$ cat src/rtl/htc_pkg.sv
package htc_pkg;

   localparam int FRAC_BITS = 16;
   localparam int ONE_Q     = 1 << FRAC_BITS;
   localparam int IN_W      = FRAC_BITS + 2;   // signed Q2.F sample
   localparam int CFG_W     = FRAC_BITS + 1;   // Q1.F thresholds
   localparam int V_W       = FRAC_BITS + 1;   // clamped height 0..ONE
   localparam int Q_W       = 8;               // ramp factor, at most 236
   localparam int NUM_W     = V_W + Q_W;       // d * span
   localparam int LANES     = 3;
   localparam int BITS_PER_STAGE = 2;
   localparam int DIV_STAGES     = Q_W / BITS_PER_STAGE;

   localparam logic [V_W-1:0] ONE_V     = V_W'(ONE_Q);
   localparam logic [V_W-1:0] MIN_RANGE = V_W'(ONE_Q / 10000);

   // CSR register indexes
   localparam int CSR_IDX_W = 2;
   localparam logic [CSR_IDX_W-1:0] CSR_WATER_LEVEL    = 2'd0;
   localparam logic [CSR_IDX_W-1:0] CSR_MOUNTAIN_LEVEL = 2'd1;
   localparam logic [CFG_W-1:0] WATER_LEVEL_RST    = CFG_W'(19661);
   localparam logic [CFG_W-1:0] MOUNTAIN_LEVEL_RST = CFG_W'(45875);

   // lane order
   localparam logic [1:0] LANE_RED   = 2'd0;
   localparam logic [1:0] LANE_GREEN = 2'd1;
   localparam logic [1:0] LANE_BLUE  = 2'd2;

   // colors
   localparam logic [7:0] WATER_R = 8'd0;
   localparam logic [7:0] WATER_G = 8'd105;
   localparam logic [7:0] WATER_B = 8'd148;
   localparam logic [7:0] LAND_R  = 8'd34;
   localparam logic [7:0] LAND_G  = 8'd139;
   localparam logic [7:0] LAND_B  = 8'd34;
   localparam logic [7:0] MOUNT_R = 8'd139;
   localparam logic [7:0] MOUNT_G = 8'd69;
   localparam logic [7:0] MOUNT_B = 8'd19;
   localparam logic [7:0] WHITE   = 8'd255;
   localparam logic [7:0] LAND_SPAN = 8'd20;

   typedef enum logic [1:0] {
      ZONE_WATER,
      ZONE_LAND,
      ZONE_MOUNT
   } zone_type;

   typedef struct packed {
      logic     valid;
      zone_type zone;
   } tag_type;

   typedef struct packed {
      logic [NUM_W-1:0] rem;
      logic [Q_W-1:0]   quo;
   } lane_type;

   // one word of the divider pipe; divisor is pre-shifted, halves per step
   typedef struct packed {
      tag_type                tag;
      logic [NUM_W-1:0]       divisor;
      lane_type [LANES-1:0]   lane;
   } div_word_type;

   function automatic logic [Q_W-1:0] lane_span(logic [1:0] lane, zone_type zone);
      logic [Q_W-1:0] span;
      span = '0;
      case (zone)
         ZONE_LAND: begin
            if (lane != LANE_BLUE) span = LAND_SPAN;
         end
         ZONE_MOUNT: begin
            case (lane)
               LANE_RED:   span = WHITE - MOUNT_R;
               LANE_GREEN: span = WHITE - MOUNT_G;
               LANE_BLUE:  span = WHITE - MOUNT_B;
               default:    span = '0;
            endcase
         end
         default: span = '0;
      endcase
      return span;
   endfunction

endpackage

$ cat src/rtl/htc_classify.sv
module htc_classify
   import htc_pkg::*;
(
   input  logic               clock,
   input  logic               reset,
   input  logic               in_valid,
   input  logic [IN_W-1:0]    height,
   input  logic [CFG_W-1:0]   water_level,
   input  logic [CFG_W-1:0]   mountain_level,
   output div_word_type       word_out
);

   // stage A: clamp, zone, offset and band width
   tag_type          a_tag_ff,   a_tag_in;
   logic [V_W-1:0]   a_d_ff,     a_d_in;
   logic [V_W-1:0]   a_range_ff, a_range_in;
   logic [V_W-1:0]   v;

   // stage B: products and pre-shifted divisor
   div_word_type     b_word_ff,  b_word_in;

   always_comb begin
      if (height[IN_W-1])
         v = '0;
      else if (V_W'(height[IN_W-2:0]) > ONE_V)
         v = ONE_V;
      else
         v = V_W'(height[IN_W-2:0]);

      a_tag_in.valid = in_valid;
      if (v < water_level) begin
         a_tag_in.zone = ZONE_WATER;
         a_d_in        = '0;
         a_range_in    = V_W'(1);
      end else if (v < mountain_level) begin
         a_tag_in.zone = ZONE_LAND;
         a_d_in        = v - water_level;
         a_range_in    = mountain_level - water_level;
      end else begin
         a_tag_in.zone = ZONE_MOUNT;
         a_d_in        = v - mountain_level;
         a_range_in    = ONE_V - mountain_level;
      end

      // narrow band: factor is zero
      if (a_range_in <= MIN_RANGE) begin
         a_d_in     = '0;
         a_range_in = V_W'(1);
      end
   end

   always_comb begin
      b_word_in.tag     = a_tag_ff;
      b_word_in.divisor = NUM_W'(a_range_ff) << (Q_W - 1);
      for (int l = 0; l < LANES; l++) begin
         b_word_in.lane[l].rem = NUM_W'(a_d_ff) * NUM_W'(lane_span(2'(l), a_tag_ff.zone));
         b_word_in.lane[l].quo = '0;
      end
   end

   always_ff @(posedge clock) begin
      a_d_ff     <= a_d_in;
      a_range_ff <= a_range_in;
      if (reset) begin
         a_tag_ff.valid       <= 1'b0;
         b_word_ff.tag.valid  <= 1'b0;
      end else begin
         a_tag_ff  <= a_tag_in;
         b_word_ff <= b_word_in;
      end
   end

   assign word_out = b_word_ff;

endmodule

$ cat src/rtl/htc_div_stage.sv
module htc_div_stage
   import htc_pkg::*;
(
   input  logic          clock,
   input  logic          reset,
   input  div_word_type  word_i,
   output div_word_type  word_o
);

   div_word_type word_ff, word_in;

   // restoring division, quotient bits MSB first
   always_comb begin
      word_in = word_i;
      for (int s = 0; s < BITS_PER_STAGE; s++) begin
         for (int l = 0; l < LANES; l++) begin
            if (word_in.lane[l].rem >= word_in.divisor) begin
               word_in.lane[l].rem = word_in.lane[l].rem - word_in.divisor;
               word_in.lane[l].quo = {word_in.lane[l].quo[Q_W-2:0], 1'b1};
            end else begin
               word_in.lane[l].quo = {word_in.lane[l].quo[Q_W-2:0], 1'b0};
            end
         end
         word_in.divisor = word_in.divisor >> 1;
      end
   end

   always_ff @(posedge clock) begin
      if (reset) word_ff.tag.valid <= 1'b0;
      else       word_ff <= word_in;
   end

   assign word_o = word_ff;

endmodule

$ cat src/rtl/height_to_terrain_color_unit.sv
// Height to terrain color: one signed Q2.16 height per item in, one RGB pixel
// per item out, one item per clock. Every item accepted with start gives
// exactly one pixel on rsp_red/rsp_green/rsp_blue, marked by rsp_valid for a
// single cycle; pixels leave in input order and the receiver cannot stall
// them. Each item passes a clamp/classify stage, a multiply stage, the ramp
// divider (an 8-bit quotient by restoring division, two bits per stage over 4
// stages) and the output register. busy is high only in reset. Thresholds are
// written through the csr_ port (index 0 water_level, index 1 mountain_level,
// other indexes ignored) and must only be changed while no item is in flight.
module height_to_terrain_color_unit
   import htc_pkg::*;
(
   input  logic                  clock,
   input  logic                  reset,

   input  logic                  start,
   output logic                  busy,
   input  logic [IN_W-1:0]       req_height,

   output logic                  rsp_valid,
   output logic [7:0]            rsp_red,
   output logic [7:0]            rsp_green,
   output logic [7:0]            rsp_blue,

   input  logic                  csr_valid,
   output logic                  csr_ready,
   input  logic [CSR_IDX_W-1:0]  csr_index,
   input  logic [CFG_W-1:0]      csr_wdata
);

   logic               busy_ff;
   logic [CFG_W-1:0]   water_level_ff;
   logic [CFG_W-1:0]   mountain_level_ff;
   logic               accept;

   div_word_type       pipe [DIV_STAGES+1];

   logic               out_valid_ff, out_valid_in;
   logic [7:0]         out_red_ff,   out_red_in;
   logic [7:0]         out_green_ff, out_green_in;
   logic [7:0]         out_blue_ff,  out_blue_in;
   div_word_type       last;

   assign accept    = start & ~busy_ff;
   assign busy      = busy_ff;
   assign csr_ready = ~busy_ff;

   // threshold registers
   always_ff @(posedge clock) begin
      if (reset) begin
         busy_ff           <= 1'b1;
         water_level_ff    <= WATER_LEVEL_RST;
         mountain_level_ff <= MOUNTAIN_LEVEL_RST;
      end else begin
         busy_ff <= 1'b0;
         if (csr_valid && csr_ready) begin
            case (csr_index)
               CSR_WATER_LEVEL:    water_level_ff    <= csr_wdata;
               CSR_MOUNTAIN_LEVEL: mountain_level_ff <= csr_wdata;
               default: ;
            endcase
         end
      end
   end

   // clamp, classify and multiply (two stages)
   htc_classify u_classify (
      .clock          (clock),
      .reset          (reset),
      .in_valid       (accept),
      .height         (req_height),
      .water_level    (water_level_ff),
      .mountain_level (mountain_level_ff),
      .word_out       (pipe[0])
   );

   // divider stages: factor = d * span / range, truncated
   for (genvar i = 0; i < DIV_STAGES; i++) begin : g_div
      htc_div_stage u_div (
         .clock  (clock),
         .reset  (reset),
         .word_i (pipe[i]),
         .word_o (pipe[i+1])
      );
   end

   assign last = pipe[DIV_STAGES];

   // add the band's base color
   always_comb begin
      out_valid_in = last.tag.valid;
      case (last.tag.zone)
         ZONE_LAND: begin
            out_red_in   = LAND_R + last.lane[LANE_RED].quo;
            out_green_in = LAND_G + last.lane[LANE_GREEN].quo;
            out_blue_in  = LAND_B;
         end
         ZONE_MOUNT: begin
            out_red_in   = MOUNT_R + last.lane[LANE_RED].quo;
            out_green_in = MOUNT_G + last.lane[LANE_GREEN].quo;
            out_blue_in  = MOUNT_B + last.lane[LANE_BLUE].quo;
         end
         default: begin
            out_red_in   = WATER_R;
            out_green_in = WATER_G;
            out_blue_in  = WATER_B;
         end
      endcase
   end

   always_ff @(posedge clock) begin
      if (reset) begin
         out_valid_ff <= 1'b0;
      end else begin
         out_valid_ff <= out_valid_in;
      end
      out_red_ff   <= out_red_in;
      out_green_ff <= out_green_in;
      out_blue_ff  <= out_blue_in;
   end

   assign rsp_valid = out_valid_ff;
   assign rsp_red   = out_red_ff;
   assign rsp_green = out_green_ff;
   assign rsp_blue  = out_blue_ff;

endmodule

$ cat config.mk
export PLATFORM = sky130hd
export DESIGN_NAME = height_to_terrain_color_unit
export DESIGN_NICKNAME = d
export VERILOG_FILES = /design/src/rtl/htc_pkg.sv /design/src/rtl/htc_classify.sv /design/src/rtl/htc_div_stage.sv /design/src/rtl/height_to_terrain_color_unit.sv
export SDC_FILE = /design/constraint.sdc
export NUM_CORES = 2
export LEC_CHECK = 0
export ABC_AREA = 1
export BUFFER_PORTS_ARGS = -buffer_cell sky130_fd_sc_hd__buf_2
export CAP_MARGIN = 20
export CELL_PAD_IN_SITES_DETAIL_PLACEMENT = 1
export CELL_PAD_IN_SITES_GLOBAL_PLACEMENT = 1
export CORE_ASPECT_RATIO = 1.75
export CORE_MARGIN = 2
export CORE_UTILIZATION = 30
export DETAILED_ROUTE_END_ITERATION = 6
export PLACE_DENSITY = 0.54
export SLEW_MARGIN = 0
export SYNTH_ARGS = -nofsm -noshare
export SYNTH_HDL_FRONTEND = slang
export SYNTH_SLANG_ARGS = --single-unit
$ cat constraint.sdc
create_clock -name clock -period 15.4 [get_ports clock]
set_clock_uncertainty 0.1 [all_clocks]
set_input_delay 3.08 -clock clock [delete_from_list [all_inputs] [get_ports clock]]
set_output_delay 3.08 -clock clock [all_outputs]
set_load 0.01 [all_outputs]
==> impl_metrics.env <==
export IMPL_power_density_nw_per_um2=245
export IMPL_ctsHoldBuffers=0
export IMPL_dpl_hpwl_um=159000
export IMPL_critPathKind="register to register"
export IMPL_crit_arrival_ns=7.54
export IMPL_drive_gt1_share_pct=5.84
export IMPL_vdd_drop_max_uv=88.8
export IMPL_max_freq_mhz=139
export IMPL_grt_ovfl_total=0
export IMPL_dieArea_um2=174000
export IMPL_core_um2=169000
export IMPL_fin_ws_ns=8.18
export IMPL_synth_cells=6351
export IMPL_hold_viol=0
export IMPL_hold_path_class="register to register"
export IMPL_vias=43000
export IMPL_async_flop_share_pct=0
export IMPL_layout_common_cells="1,395 x nand2_1, 764 x inv_1, 669 x ha_1"
export IMPL_grt_pass1_wl_um=278000
export IMPL_wl_per_cell_um=21.2
export IMPL_wl_um=184000
export IMPL_critPathMaxFanout=31
export IMPL_finalSetupViolCount=0
export IMPL_drt_initial_drc_count=1370
export IMPL_tns_ns=0
export IMPL_netlist_area_um2=51000
export IMPL_post_cts_resized=0
export IMPL_ant_nets=0
export IMPL_final_util_pct=33.1
export IMPL_antenna_found_initial=3
export IMPL_drc=0
export IMPL_ys_seq_elements=516
export IMPL_die_w_um=316
export IMPL_worst_pin_slew_ns=1.06
export IMPL_htreeDepth=2
export IMPL_crit_path_start_kind="register"
export IMPL_worstSetupEndpointType="register"
export IMPL_gp_congestion=0.958
export IMPL_grt_start_max_net_pins=136
export IMPL_grt_use_total_pct=21.2
export IMPL_rows=200
export IMPL_rsz0062_at_grt="no"
export IMPL_start_util_pct=30.1
export IMPL_fin_crit_sh_pct=46.9
export IMPL_multi_input_area_um2=33000
export IMPL_dr_pass1_iters=4
export IMPL_syn_num_nets=7218
export IMPL_io_buffers=67
export IMPL_place_area_um2=54000
export IMPL_worst_ep_required_time_ns=15.72
export IMPL_die_h_um=550
export IMPL_slew_violations=0
export IMPL_slew_headroom_pct=29.1
export IMPL_min_period_ns=7.22
export IMPL_cts_tree="built"
export IMPL_areaGrowthSynthToFinish_pct=9.85
export IMPL_vias_per_cell=4.94
export IMPL_ys_types=77
export IMPL_nets=7304
export IMPL_ioPinCount=68
export IMPL_dpl_worst_slack_ns=7.58
export IMPL_numCtsBuffers=57
export IMPL_yosys_warnings=0
export IMPL_regArea_um2=14500
export IMPL_post_cts_setup_buffers=0
export IMPL_status="complete, no violations"
export IMPL_mostFrequentLayoutCell="nand2_1"
export IMPL_clock_sinks=516
export IMPL_p_leak_nw=26.3
export IMPL_first_global_vias=47200
export IMPL_yosysSeqAreaShare_pct=28.4
export IMPL_cts_path_max_buffers=3
export IMPL_cts_root_buf="clkbuf_16"
export IMPL_clk_latency_ns=0.68
export IMPL_final_cell_area_um2=56100
export IMPL_synth_edf_count=416
export IMPL_synthFlopType="edfxtp_1"
export IMPL_fill_cells=20300
export IMPL_maxCapViolCount=0
export IMPL_syn_avg_cell_area_um2=8.04
export IMPL_clk_pin_slew_worst_paths_ns=0.07
[cells by family after synthesis]
kind of cell	after synthesis	synth area share, %
AO/OA/AOI/OAI	1285	14.2
buffers and inverters	893	6.98
multiplexers	2	0.0417
adder cells (fa/ha/maj)	826	22.6
flip-flops	516	28.4
AND/OR/NAND/NOR	2363	19.8
XOR/XNOR	466	8.03
[worst max-delay path: stages (launching register included)]
cell,delay [ns]
edfxtp_1,0.39
inv_1,0.40
ha_1,0.39
nand2_1,0.09
nor2_1,0.05
a21oi_1,0.28
o21ai_2,0.12
a21boi_2,0.23
o21ai_2,0.11
a21o_1,0.17
nand2_1,0.08
nand2_1,0.13
inv_1,0.68
o21ai_0,0.58
ha_1,0.53
nand2_1,0.10
inv_1,0.04
a21boi_1,0.24
o21ai_1,0.15
a21boi_1,0.26
o21ai_0,0.17
a21boi_1,0.22
o21ai_1,0.13
nand3_2,0.29
nand3_1,0.63
and2_1,0.40
[synthesized netlist by cell type, types with 24 or more instances]
cell      number  area (um^2)
fa_1         157         3140
xor2_1       272         2380
nor2_1       391         1470
a31oi_1       31          194
xnor2_1      192         1680
clkbuf_1      46          173
ha_1         669         8370
a21o_1        27          203
edfxtp_1     416        12500
a21oi_1      532         2660
o21ai_1       65          325
nand3_1      259         1300
nand4_1      119          744
nor3_1        57          285
a21boi_0      28          210
o211ai_1      27          203
buf_2         29          145
nand2_1     1395         5240
dfxtp_1      100         2000
o21bai_1      25          188
nor4_1        24          150
inv_1        765         2870
o21ai_0      411         2060
[area by class of cell]
class	instances	share of cell area, %
tap	2222	4.96
timing repair buffer	134	1.51
clock inverter	43	0.868
antenna	6	0.0268
inverter	786	5.28
clock buffer	64	2.67
multi-input combinational	4942	58.8
sequential	516	25.9
[final timing paths]
kind	startpoint	end	slack, ns	depth (start not counted)
setup reg to reg	u_classify.word_out[108]$_DFFE_PN_	g_div[0].u_div.word_o[97]$_DFFE_PN_	8.18	25
hold / removal	u_classify.a_range_ff[8]$_SDFF_PP0_	u_classify.word_out[114]$_DFFE_PN_	0.30	0
hold reg to reg	u_classify.a_range_ff[8]$_SDFF_PP0_	u_classify.word_out[114]$_DFFE_PN_	0.30	0
setup / recovery	u_classify.word_out[108]$_DFFE_PN_	g_div[0].u_div.word_o[97]$_DFFE_PN_	8.18	25
[sequential cells by signal (all words and copies together), names as in the netlist, 17 cells and up]
register               count
g_div.u_div.word_o       331
u_classify.word_out       88
mountain_level_ff         17
u_classify.a_d_ff         17
u_classify.a_range_ff     17
water_level_ff            17
[layer usage]
layer	GRT usage (%)	vias up	routed length, um
met5	0	-	13
met4	15.6	2	16200
met3	1.32	308	2510
met2	44.3	450	106000
met1	18.3	20600	59500
li1	-	21700	-
[power by group]
group          total, W  switching [W]  internal [W]  leakage (nW)
clock           0.00147       0.000650      0.000815         0.946
sequential      0.00268       0.000331       0.00235          4.86
combinational   0.00959        0.00601       0.00358          20.5
total            0.0137        0.00699       0.00674          26.3
[per-stage QoR]
stage / hold WS [ns] / instances / power [W]
floorplan: 0.286 / 6351 / 0.00989
global placement: 0.290 / 8597 / 0.0123
detailed placement: 0.290 / 8598 / 0.0124
CTS: 0.299 / 8705 / 0.0139
global route: 0.307 / 8711 / 0.0153
finish: 0.300 / 8713 / 0.0137
Power figures use the tool's default switching activity.
